## config.mk

```make
export PLATFORM = sky130hd
export DESIGN_NAME = modular_polynomial_horner_eval_core
export DESIGN_NICKNAME = d
export VERILOG_FILES = /design/src/rtl/core/mhe_pkg.sv /design/src/rtl/core/mhe_modred.sv /design/src/rtl/core/mhe_dp.sv /design/src/rtl/core/mhe_ctrl.sv /design/src/rtl/core/modular_polynomial_horner_eval_core.sv
export SDC_FILE = /design/constraint.sdc
export NUM_CORES = 2
export LEC_CHECK = 0
export BUFFER_PORTS_ARGS = -buffer_cell sky130_fd_sc_hd__buf_2
export CORE_ASPECT_RATIO = 2
export CORE_UTILIZATION = 51
export CTS_BUF_LIST = sky130_fd_sc_hd__clkbuf_8
export DETAILED_ROUTE_END_ITERATION = 12
export MAX_ROUTING_LAYER = met4
export PLACE_DENSITY_LB_ADDON = 0.05
export SLEW_MARGIN = 10
export SYNTH_ARGS = -nofsm -noshare
export SYNTH_HDL_FRONTEND = slang
export SYNTH_SLANG_ARGS = --single-unit
```

## constraint.sdc

```tcl
create_clock -name clk_i -period 22.2 [get_ports clk_i]
set_input_delay 1.11 -clock clk_i [delete_from_list [all_inputs] [get_ports clk_i]]
set_output_delay 1.11 -clock clk_i [all_outputs]
set_load 0.005 [all_outputs]
```

## src/rtl/core/mhe_pkg.sv

```systemverilog
// Shared types, widths and controller codes for the modular Horner evaluator.
package mhe_pkg;

  localparam int unsigned WORD_WIDTH = 32;
  localparam int unsigned FIELD_W    = 32;
  localparam int unsigned DIV_W      = 2 * WORD_WIDTH;
  localparam int unsigned CNT_W      = $clog2(DIV_W + 1);

  typedef logic [WORD_WIDTH-1:0] word_t;
  typedef logic [DIV_W-1:0]      dword_t;
  typedef logic [CNT_W-1:0]      cnt_t;

  localparam cnt_t PT_STEPS   = cnt_t'(WORD_WIDTH);
  localparam cnt_t PROD_STEPS = cnt_t'(DIV_W);

  typedef enum logic [2:0] {
    S_IDLE,
    S_CHK,
    S_PT,
    S_MUL,
    S_RLD,
    S_RED,
    S_OUT
  } state_e;

  typedef struct packed {
    logic load;
    logic zero_clear;
    logic red_load_pt;
    logic red_load_prod;
    logic red_step;
    logic pt_write;
    logic mul;
    logic acc_write;
    logic out_load;
  } ctrl_cmd_t;

  typedef struct packed {
    logic mzero;
    logic first;
    logic last;
    logic red_done;
    logic out_free;
  } dp_status_t;

endpackage

```

## src/rtl/core/mhe_modred.sv

```systemverilog
// Bit-serial restoring remainder unit: one dividend bit per cycle while step_i is high, MSB first.
module mhe_modred (
  input  logic           clk_i,
  input  logic           rst_ni,
  input  logic           load_i,
  input  logic           step_i,
  input  mhe_pkg::dword_t dividend_i,
  input  mhe_pkg::cnt_t  steps_i,
  input  mhe_pkg::word_t modulus_i,
  output mhe_pkg::word_t rem_o,
  output logic           done_o
);

  mhe_pkg::dword_t            div_q;
  mhe_pkg::word_t             rem_q;
  mhe_pkg::cnt_t              cnt_q;
  logic [mhe_pkg::WORD_WIDTH:0] trial;
  logic                       active;

  assign trial  = {rem_q, div_q[mhe_pkg::DIV_W-1]};
  assign active = step_i && (cnt_q != '0);

  always_ff @(posedge clk_i or negedge rst_ni) begin
    if (!rst_ni) begin
      cnt_q <= '0;
    end else if (load_i) begin
      cnt_q <= steps_i;
    end else if (active) begin
      cnt_q <= cnt_q - mhe_pkg::cnt_t'(1);
    end
  end

  // The partial remainder stays below the modulus, so one subtract per bit is enough.
  always_ff @(posedge clk_i) begin
    if (load_i) begin
      div_q <= dividend_i;
      rem_q <= '0;
    end else if (active) begin
      div_q <= div_q << 1;
      if (trial >= {1'b0, modulus_i}) begin
        rem_q <= mhe_pkg::word_t'(trial - {1'b0, modulus_i});
      end else begin
        rem_q <= mhe_pkg::word_t'(trial);
      end
    end
  end

  assign rem_o  = rem_q;
  assign done_o = (cnt_q == '0);

  a_cnt_dec: assert property (@(posedge clk_i) disable iff (!rst_ni)
    (active && !load_i) |=> (cnt_q == $past(cnt_q) - mhe_pkg::cnt_t'(1)))
    else $error("remainder step count did not advance by one");

endmodule

```

## src/rtl/core/mhe_dp.sv

```systemverilog
// Datapath: modulus, accumulator, point, product and output registers.
module mhe_dp (
  input  logic                       clk_i,
  input  logic                       rst_ni,
  input  logic                       cfg_we_i,
  input  logic [mhe_pkg::FIELD_W-1:0] cfg_wdata_i,
  input  logic [mhe_pkg::FIELD_W-1:0] coefficient_i,
  input  logic [mhe_pkg::FIELD_W-1:0] eval_point_i,
  input  logic                       first_item_i,
  input  logic                       last_item_i,
  input  logic                       out_ready_i,
  input  mhe_pkg::ctrl_cmd_t         cmd_i,
  output mhe_pkg::dp_status_t        status_o,
  output logic                       out_valid_o,
  output logic [mhe_pkg::FIELD_W-1:0] value_o,
  output logic                       modulus_zero_o
);

  mhe_pkg::word_t  modulus_q;
  mhe_pkg::word_t  acc_q;
  mhe_pkg::word_t  point_q;
  mhe_pkg::word_t  coef_q;
  mhe_pkg::word_t  pt_in_q;
  mhe_pkg::dword_t prod_q;
  logic            first_q;
  logic            last_q;
  logic            mzero_q;
  logic            out_valid_q;
  mhe_pkg::word_t  out_value_q;
  logic            out_mzero_q;

  mhe_pkg::dword_t prod_full;
  mhe_pkg::dword_t red_dividend;
  mhe_pkg::cnt_t   red_steps;
  mhe_pkg::word_t  red_rem;
  logic            red_done;

  assign prod_full = mhe_pkg::dword_t'(acc_q) * mhe_pkg::dword_t'(point_q);

  always_comb begin
    if (cmd_i.red_load_pt) begin
      red_dividend = {pt_in_q, {mhe_pkg::WORD_WIDTH{1'b0}}};
      red_steps    = mhe_pkg::PT_STEPS;
    end else begin
      red_dividend = prod_q + mhe_pkg::dword_t'(coef_q);
      red_steps    = mhe_pkg::PROD_STEPS;
    end
  end

  mhe_modred u_modred (
    .clk_i      (clk_i),
    .rst_ni     (rst_ni),
    .load_i     (cmd_i.red_load_pt || cmd_i.red_load_prod),
    .step_i     (cmd_i.red_step),
    .dividend_i (red_dividend),
    .steps_i    (red_steps),
    .modulus_i  (modulus_q),
    .rem_o      (red_rem),
    .done_o     (red_done)
  );

  always_ff @(posedge clk_i or negedge rst_ni) begin
    if (!rst_ni) begin
      modulus_q <= '0;
    end else if (cfg_we_i) begin
      modulus_q <= mhe_pkg::word_t'(cfg_wdata_i);
    end
  end

  always_ff @(posedge clk_i or negedge rst_ni) begin
    if (!rst_ni) begin
      acc_q   <= '0;
      point_q <= '0;
    end else if (cmd_i.zero_clear) begin
      acc_q <= '0;
      if (first_q) begin
        point_q <= '0;
      end
    end else if (cmd_i.pt_write) begin
      point_q <= red_rem;
      acc_q   <= '0;
    end else if (cmd_i.acc_write) begin
      acc_q <= red_rem;
    end
  end

  always_ff @(posedge clk_i or negedge rst_ni) begin
    if (!rst_ni) begin
      first_q <= 1'b0;
      last_q  <= 1'b0;
      mzero_q <= 1'b0;
    end else if (cmd_i.load) begin
      first_q <= first_item_i;
      last_q  <= last_item_i;
      mzero_q <= (modulus_q == '0);
    end
  end

  always_ff @(posedge clk_i) begin
    if (cmd_i.load) begin
      coef_q  <= mhe_pkg::word_t'(coefficient_i);
      pt_in_q <= mhe_pkg::word_t'(eval_point_i);
    end
    if (cmd_i.mul) begin
      prod_q <= prod_full;
    end
  end

  always_ff @(posedge clk_i or negedge rst_ni) begin
    if (!rst_ni) begin
      out_valid_q <= 1'b0;
    end else if (cmd_i.out_load) begin
      out_valid_q <= 1'b1;
    end else if (out_ready_i) begin
      out_valid_q <= 1'b0;
    end
  end

  // On a zero modulus the accumulator was already cleared, so it reads as zero here.
  always_ff @(posedge clk_i) begin
    if (cmd_i.out_load) begin
      out_value_q <= acc_q;
      out_mzero_q <= mzero_q;
    end
  end

  assign status_o.mzero    = mzero_q;
  assign status_o.first    = first_q;
  assign status_o.last     = last_q;
  assign status_o.red_done = red_done;
  assign status_o.out_free = !out_valid_q || out_ready_i;

  assign out_valid_o    = out_valid_q;
  assign value_o        = mhe_pkg::FIELD_W'(out_value_q);
  assign modulus_zero_o = out_mzero_q;

endmodule

```

## src/rtl/core/mhe_ctrl.sv

```systemverilog
// Controller state machine that sequences one Horner step at a time.
module mhe_ctrl (
  input  logic                clk_i,
  input  logic                rst_ni,
  input  logic                in_valid_i,
  output logic                in_ready_o,
  input  mhe_pkg::dp_status_t status_i,
  output mhe_pkg::ctrl_cmd_t  cmd_o
);

  mhe_pkg::state_e state_q, state_d;

  always_ff @(posedge clk_i or negedge rst_ni) begin
    if (!rst_ni) begin
      state_q <= mhe_pkg::S_IDLE;
    end else begin
      state_q <= state_d;
    end
  end

  always_comb begin
    state_d    = state_q;
    cmd_o      = '0;
    in_ready_o = 1'b0;
    unique case (state_q)
      mhe_pkg::S_IDLE: begin
        in_ready_o = 1'b1;
        if (in_valid_i) begin
          cmd_o.load = 1'b1;
          state_d    = mhe_pkg::S_CHK;
        end
      end
      mhe_pkg::S_CHK: begin
        if (status_i.mzero) begin
          cmd_o.zero_clear = 1'b1;
          state_d = status_i.last ? mhe_pkg::S_OUT : mhe_pkg::S_IDLE;
        end else if (status_i.first) begin
          cmd_o.red_load_pt = 1'b1;
          state_d           = mhe_pkg::S_PT;
        end else begin
          cmd_o.mul = 1'b1;
          state_d   = mhe_pkg::S_RLD;
        end
      end
      mhe_pkg::S_PT: begin
        if (status_i.red_done) begin
          cmd_o.pt_write = 1'b1;
          state_d        = mhe_pkg::S_MUL;
        end else begin
          cmd_o.red_step = 1'b1;
        end
      end
      mhe_pkg::S_MUL: begin
        cmd_o.mul = 1'b1;
        state_d   = mhe_pkg::S_RLD;
      end
      mhe_pkg::S_RLD: begin
        cmd_o.red_load_prod = 1'b1;
        state_d             = mhe_pkg::S_RED;
      end
      mhe_pkg::S_RED: begin
        if (status_i.red_done) begin
          cmd_o.acc_write = 1'b1;
          state_d = status_i.last ? mhe_pkg::S_OUT : mhe_pkg::S_IDLE;
        end else begin
          cmd_o.red_step = 1'b1;
        end
      end
      mhe_pkg::S_OUT: begin
        if (status_i.out_free) begin
          cmd_o.out_load = 1'b1;
          state_d        = mhe_pkg::S_IDLE;
        end
      end
      default: begin
        state_d = mhe_pkg::S_IDLE;
      end
    endcase
  end

  a_accept_chk: assert property (@(posedge clk_i) disable iff (!rst_ni)
    (in_valid_i && in_ready_o) |=> (state_q == mhe_pkg::S_CHK))
    else $error("accepted beat was not followed by the check state");

  a_out_leave: assert property (@(posedge clk_i) disable iff (!rst_ni)
    (state_q == mhe_pkg::S_OUT && status_i.out_free) |=> (state_q == mhe_pkg::S_IDLE))
    else $error("result was not handed to the output register when it was free");

  a_no_step_load: assert property (@(posedge clk_i) disable iff (!rst_ni)
    !(cmd_o.red_step && (cmd_o.red_load_pt || cmd_o.red_load_prod)))
    else $error("remainder unit stepped and loaded in the same cycle");

endmodule

```

## src/rtl/core/modular_polynomial_horner_eval_core.sv

```systemverilog
// Top level of the modular Horner polynomial evaluator.
// Evaluates a polynomial mod the modulus register, one coefficient per input beat, highest
// degree first; first_item_i latches the point (reduced mod the modulus) and clears the
// accumulator, and last_item_i produces one result beat. Ready stays low from a beat's
// acceptance until the block is through with it. The work is set by the bit-serial remainder
// unit that reduces the 64-bit product-plus-coefficient one bit per cycle. A first beat also
// reduces the point before that, and a last beat then loads the output register, waiting
// while that register still holds an unread result. With a zero modulus a beat skips the
// reduction and a last beat yields value 0 with modulus_zero_o set. The result waits in an
// output register, so a new beat is taken while it is pending. Write the modulus only while
// the block is idle.
module modular_polynomial_horner_eval_core (
  input  logic                        clk_i,
  input  logic                        rst_ni,
  input  logic                        cfg_we_i,
  input  logic [mhe_pkg::FIELD_W-1:0] cfg_wdata_i,
  input  logic                        in_valid_i,
  output logic                        in_ready_o,
  input  logic [mhe_pkg::FIELD_W-1:0] coefficient_i,
  input  logic [mhe_pkg::FIELD_W-1:0] eval_point_i,
  input  logic                        first_item_i,
  input  logic                        last_item_i,
  output logic                        out_valid_o,
  input  logic                        out_ready_i,
  output logic [mhe_pkg::FIELD_W-1:0] value_o,
  output logic                        modulus_zero_o
);

  mhe_pkg::ctrl_cmd_t  cmd;
  mhe_pkg::dp_status_t status;

  mhe_ctrl u_ctrl (
    .clk_i      (clk_i),
    .rst_ni     (rst_ni),
    .in_valid_i (in_valid_i),
    .in_ready_o (in_ready_o),
    .status_i   (status),
    .cmd_o      (cmd)
  );

  mhe_dp u_dp (
    .clk_i          (clk_i),
    .rst_ni         (rst_ni),
    .cfg_we_i       (cfg_we_i),
    .cfg_wdata_i    (cfg_wdata_i),
    .coefficient_i  (coefficient_i),
    .eval_point_i   (eval_point_i),
    .first_item_i   (first_item_i),
    .last_item_i    (last_item_i),
    .out_ready_i    (out_ready_i),
    .cmd_i          (cmd),
    .status_o       (status),
    .out_valid_o    (out_valid_o),
    .value_o        (value_o),
    .modulus_zero_o (modulus_zero_o)
  );

endmodule

```

# After elaboration in Yosys (flattened, before gate mapping)
# Index checks and enable logic that the tools add are counted.
# Widths: inputs -> output; s select.
# totals
output_inout_bits	35
ff_bits	367
in_bits	103
# classes
n_reduce_logical	15
n_lt_le_gt_ge	1
add_sub_neg	3
muxes	41
eq_ne	11
mul	1
# ops
op	count
$mux 32	7
$mux 64	3
$add 64x32->64	1
$mul 32x32->64	1
$ge 33x32->1	1
$logic_not 32->1	1
$sub 32x32->32	1
$mux 3	7
$mux 7	3
$pmux 3 s7	1
$mux 1	18
$eq 3x3->1 const B	3
$logic_not 7->1	1
$reduce_bool 7->1	1
$sub 7x1->7 const B	1
$eq 3x2->1 const B	2
$ne 2x1->1 const B	3
$reduce_bool 2->1	3
$ne 2x2->1 const B	2
$reduce_and 4->1	1
$eq 3x1->1 const B	1
$logic_not 3->1	1
$reduce_bool 3->1	1
$logic_or 1x1->1	2
6 further kinds	6

# Logic depth before layout (Yosys ltp)
# depth
word_depth	6
depth_mapped	27
ltp_nobuf	26

# Hierarchy
# From an unflattened synthesis, not the netlist that was laid out.
# hier_totals
cells_unflattened	5312
hier_area_um2	52218.8
# by_module_without_submodules
module	instances	area_each_um2	cells_per_inst
mhe_dp	1	45230.9	4623
mhe_modred	1	6641.4	646
mhe_ctrl	1	346.6	43

# Least setup slack after synthesis
# Ideal clock, no wire load.
# synth_timing
kind	register -> register
start	register u_dp.acc_q[30]
end	register u_dp.prod_q[60], data pin
setup_time_ns	0.271
stages_incl_launch_ff	26
path_slack_ns	14.845
t_arrival_ns	7.084
path_buffers	2
required_ns	21.929
cell_sequence	dfrtp_1 > clkbuf_1 > nand2_1 > fa_1 > inv_1 > fa_1 > fa_1 > inv_1 > fa_1 > inv_1 > fa_1 > fa_1 > fa_1 > inv_1 > fa_1 > inv_1 > ha_1 > clkbuf_1 > nand4_1 > nor4_1 > and2_1 > nor4b_1 > nor2_1 > o311a_1 > o311ai_1 > xor2_1
# synth_via
elab_chain_len	1
# synth_lines
item	line_no	text
from (decl)	mhe_dp.sv:20	mhe_pkg::word_t acc_q;
from (signal assigned)	mhe_dp.sv:83	acc_q <= red_rem;
$mul 32x32->64	mhe_dp.sv:38	assign prod_full = mhe_pkg::dword_t'(acc_q) * mhe_pkg::dword_t'(point_q);
net u_dp.prod_full[60]	mhe_dp.sv:32	mhe_pkg::dword_t prod_full;
to (signal assigned)	mhe_dp.sv:105	prod_q <= prod_full;
to (decl)	mhe_dp.sv:24	mhe_pkg::dword_t prod_q;
# The timed path passes the listed nets, and every way through them passes these cells.
# A chain may end at the register's enable or synchronous reset.

# Worst setup path after layout
# layout_timing
start	register u_dp.point_q[17]
end	register u_dp.prod_q[60], data pin
# layout_via
elab_chain_len	1
# layout_lines
item	line_no	text
from (decl)	mhe_dp.sv:21	mhe_pkg::word_t point_q;
from (signal assigned)	mhe_dp.sv:80	point_q <= red_rem;
$mul 32x32->64	mhe_dp.sv:38	
net u_dp.prod_full[60]	mhe_dp.sv:32	
# The timed path passes the listed nets, and every way through them passes these cells.

==> metrics.csv <==
stage;metric;value;unit
synth;Synth Flop Type;edfxtp_1;
detailed_routing;metal3 WL;6130;um
placed_design;dpl hpwl;116000;um
sta;Final Hold Viols;0;
sta;clk_skew;108;ps
detailed_routing;drt pass-1 iters;6;
worst_setup_path;CP Class;flop to flop;
synth;main combinational cell family by area after synthesis;adder cells;
synth;count of flip-flops with a built-in enable after synthesis;225;
synth;register area share after synthesis;0.201;
final_layout;share of cells above drive strength 1;0.0655;
clock_tree;Max Buffers Root-to-Sink;3;
synth;Post-Synth Simple-Gate Area;0.157;
sta;slew margin rel.;0.0985;
die;die area;100000;um^2
worst_hold_path;worst hold-check path type;input port to async pin;
detailed_routing;WL met2;80800;um
global_routing;first-pass GRT wire length;231000;um
clock_tree;root buffer cell;clkbuf_8;
sta;Max Fclk;0.101;GHz
die;io pins;138;
die;# rows;162;
synth;Synth Area per Inst;9.69;um^2
detailed_routing;Routed wire per std cell;22.9;um
synth;cell count after synthesis;5210;
synth;Post-synth ARST share;0.300;
placed_design;RePlAce Congestion;0.920;
clock_tree;CTS Hold Bufs;0;
sta;Final Max Slew Viols;0;
job;Max Cap Viol;0;
clock_tree;cts repair resizes;0;
sta;Setup Viol. Count Final;0;
detailed_routing;final wirelength;150000;um
detailed_routing;Detail Route Antenna Nets;0;
placed_design;placed cells;6444;
clock_tree;Num CTS Buffers;57;
detailed_routing;detailed-route DRC error count;0;
sta;Tcrit/Tclk final;0.445;
clock_tree;clock latency on the worst-skew pair;780;ps
worst_setup_path;RR Startpoint;u_dp.point_q[17];
worst_setup_path;CP dominant cell by count;fa_1;
worst_setup_path;CP max stage delay;1080;ps
worst_setup_path;Arrival @ worst endpoint;10290;ps
worst_setup_path;worst path cell trace;nand2_1 -> fa_1 -> fa_1 -> inv_1 -> fa_1 -> fa_1 -> fa_1 -> fa_1 -> fa_1 -> inv_1 -> fa_1 -> inv_1 -> ha_1 -> nand4_1 -> nor4_1 -> and2_1 -> nor4b_1 -> nor2_1 -> o311a_1 -> o311ai_1 -> xor2_1;
worst_setup_path;worst r2r path cells;21;
detailed_routing;1st-iter DRT viols;2051;
pwr;Peak supply drop;0.0000633;V
final_layout;nets;6520;
sta;sum of negative setup slack;0;ps
detailed_routing;via/cell ratio;5.60;
die;Core Box Area;97700;um^2
clock_tree;TritonCTS clock tree;done;
synth;Yosys top cell by area;fa_1;
detailed_routing;via count;36700;
synth;#FFs+latches synth;367;
die;DIE WIDTH;224;um
synth;top-area cell type share of the netlist area;0.356;
sta;Final Critical Period;9870;ps
synth;Post-Syn Area;50500;um^2
synth;top area cells in the synthesized netlist;fa_1, edfxtp_1, ha_1;
pwr;leakage;25.9;nW
worst_setup_path;R2R Path End;u_dp.prod_q[60];
global_routing;largest net degree at the start of global routing;69;
status;status;finished clean;
die;Initial Util;0.517;
final_layout;Post-Layout Cell Count;6553;
synth;compound-cell area share of the yosys netlist;0.0852;
synth;Yosys cell types;81;
clock_tree;Post-CTS Setup Bufs;0;
global_routing;initial antenna violation count;3;
clock_tree;# H-tree levels;2;
global_routing;global route total overflow;0;
global_routing;Tot GR Track Use;0.318;
sta;Least-Margin Pin Slew;1320;ps
sta;RSZ-0062 raised after global routing;no;
worst_setup_path;CP Data Required Time;22610;ps
synth;Synth Area in XOR/XNOR;0.0253;
clock_tree;clock transition at the registers of the reported paths;80;ps
worst_setup_path;worst-path maximum fanout;33;
global_routing;vias in the first global route;40400;
worst_setup_path;setup slack, reg-to-reg;12330;ps
worst_setup_path;Worst Setup Start Kind;flop;
pwr;pwr dens;35.5;nW/um^2
synth;YS warnings;0;
worst_setup_path;Slowest cell on crit path;dfrtp_2;
synth;multiplexer area fraction after synthesis;0.00307;
die;Die H;447;um
clock_tree;CTS sink cnt;367;
final_layout;area delta synth->final;6.03;%
synth;Synth Area in Adders;0.437;
detailed_routing;Highest Signal Layer;met4;
detailed_routing;WL met1;53700;um
worst_setup_path;CP Capture Type;flop;
synth;Net Count, Synth;6539;
placed_design;IO Port Bufs;137;
## through the flow
step           total power, mW  hold slack [ps]   util  instance area, um^2  setup WS [ps]
2_1_floorplan             1.15              478      -                50500          14850
3_3_place_gp              1.28              483  0.535                52300          12600
3_5_place_dp              1.29              483  0.535                52300          12530
4_1_cts                   1.92              444  0.548                53500          12410
5_1_grt                   2.00              499  0.548                53500          12280
6_report                  1.90              454  0.548                53500          12330
## where the power goes
part / switching (mW) / internal, mW
clock network: 0.302 / 0.319
registers: 0.0667 / 0.762
logic: 0.258 / 0.191
total: 0.627 / 1.27
## registers in the layout, indices dropped and copies added, names as in the netlist, 32 cells and up
name and count:
u_dp.value_o 32, u_dp.u_modred.div_q 64, u_dp.prod_q 64, u_dp.u_modred.rem_o 32, u_dp.coef_q 32, u_dp.modulus_q 32, u_dp.acc_q 32, u_dp.point_q 32
u_dp.pt_in_q 32
## critical path, delay by kind of cell (launching register included)
kind	cells	cell delay, ps
and+or+nand+nor	6	2620
DFF	1	1080
AOI/OAI and AO/OA	2	830
xor gates and xnor gates	1	110
buffers and inverters	3	190
adders and majority gates	9	4650
## area by class of cell
type | instances | area [um^2]
Antenna cell | 3 | 7.51
Clock inverter | 45 | 368
Multi-Input combinational cell | 3620 | 35800
Fill cell | 9121 | 44200
Sequential cell | 367 | 10200
Inverter | 937 | 3520
Tap cell | 1312 | 1640
Clock buffer | 61 | 840
Timing Repair Buffer | 208 | 1220
## worst max-delay path by stage
stage / from / to / slack [ps] / cells after the start
after CTS: u_dp.acc_q[18] / u_dp.prod_q[60] / 12410 / 22
after detailed placement: u_dp.point_q[17] / u_dp.prod_q[60] / 12530 / 21
final: u_dp.point_q[17] / u_dp.prod_q[60] / 12330 / 21
after global placement: u_dp.point_q[5] / u_dp.prod_q[60] / 12600 / 24
after global routing: u_dp.point_q[5] / u_dp.prod_q[60] / 12280 / 24
after floorplan: u_dp.acc_q[30] / u_dp.prod_q[60] / 14850 / 25
## cell families (layout without fill, tap and decap cells)
group           Yosys count  after routing
fa+ha+maj              1226           1226
mux                      15             15
simple gates           1567           1567
flops                   367            367
xor+xnor                146            146
buf+inv                1223           1251
other cells               0              3
compound gates          666            666
## layer usage
metal  vias up  GRT usage
met4         0      0.176
li1      16200          -
met5         -          -
met2      1106      0.580
met3       426     0.0286
met1     18900      0.336
## cells in the mapped netlist, types with 11 or more instances
library cell and count:
a22o_1 66, nor2b_1 15, nand2b_1 11, o21bai_1 20, a21oi_1 147, and2_1 590
nand3_1 58, nand2_1 640, dfrtp_1 110, a31oi_1 14, and3_1 31, clkbuf_1 276
a21o_1 60, nor2_1 100, edfxtp_1 225, ha_1 328, o21a_1 20, o21ai_1 14
mux2i_1 11, nor3_1 30, xnor2_1 100, nand4_1 32, o21ai_0 198, inv_1 937
fa_1 898, o211ai_1 17, dfxtp_1 32, nor4_1 15, xor2_1 46, a22oi_1 29
## cells in the final DEF, fill, tap and decap left out, drive strengths merged, types with 33 or more instances in the layout
| master | Yosys | final |
|---|---|---|
| inv | 937 | 961 |
| fa | 898 | 898 |
| nand2 | 641 | 641 |
| and2 | 590 | 590 |
| ha | 328 | 328 |
| edfxtp | 225 | 225 |
| o21ai | 213 | 213 |
| buf | 9 | 208 |
| a21oi | 148 | 148 |
| dfrtp | 110 | 110 |
| xnor2 | 100 | 100 |
| nor2 | 100 | 100 |
| a22o | 66 | 66 |
| clkbuf | 277 | 61 |
| a21o | 60 | 60 |
| nand3 | 59 | 59 |
| xor2 | 46 | 46 |
| nor3 | 33 | 33 |
No activity file was read; power rests on OpenSTA's default activity.
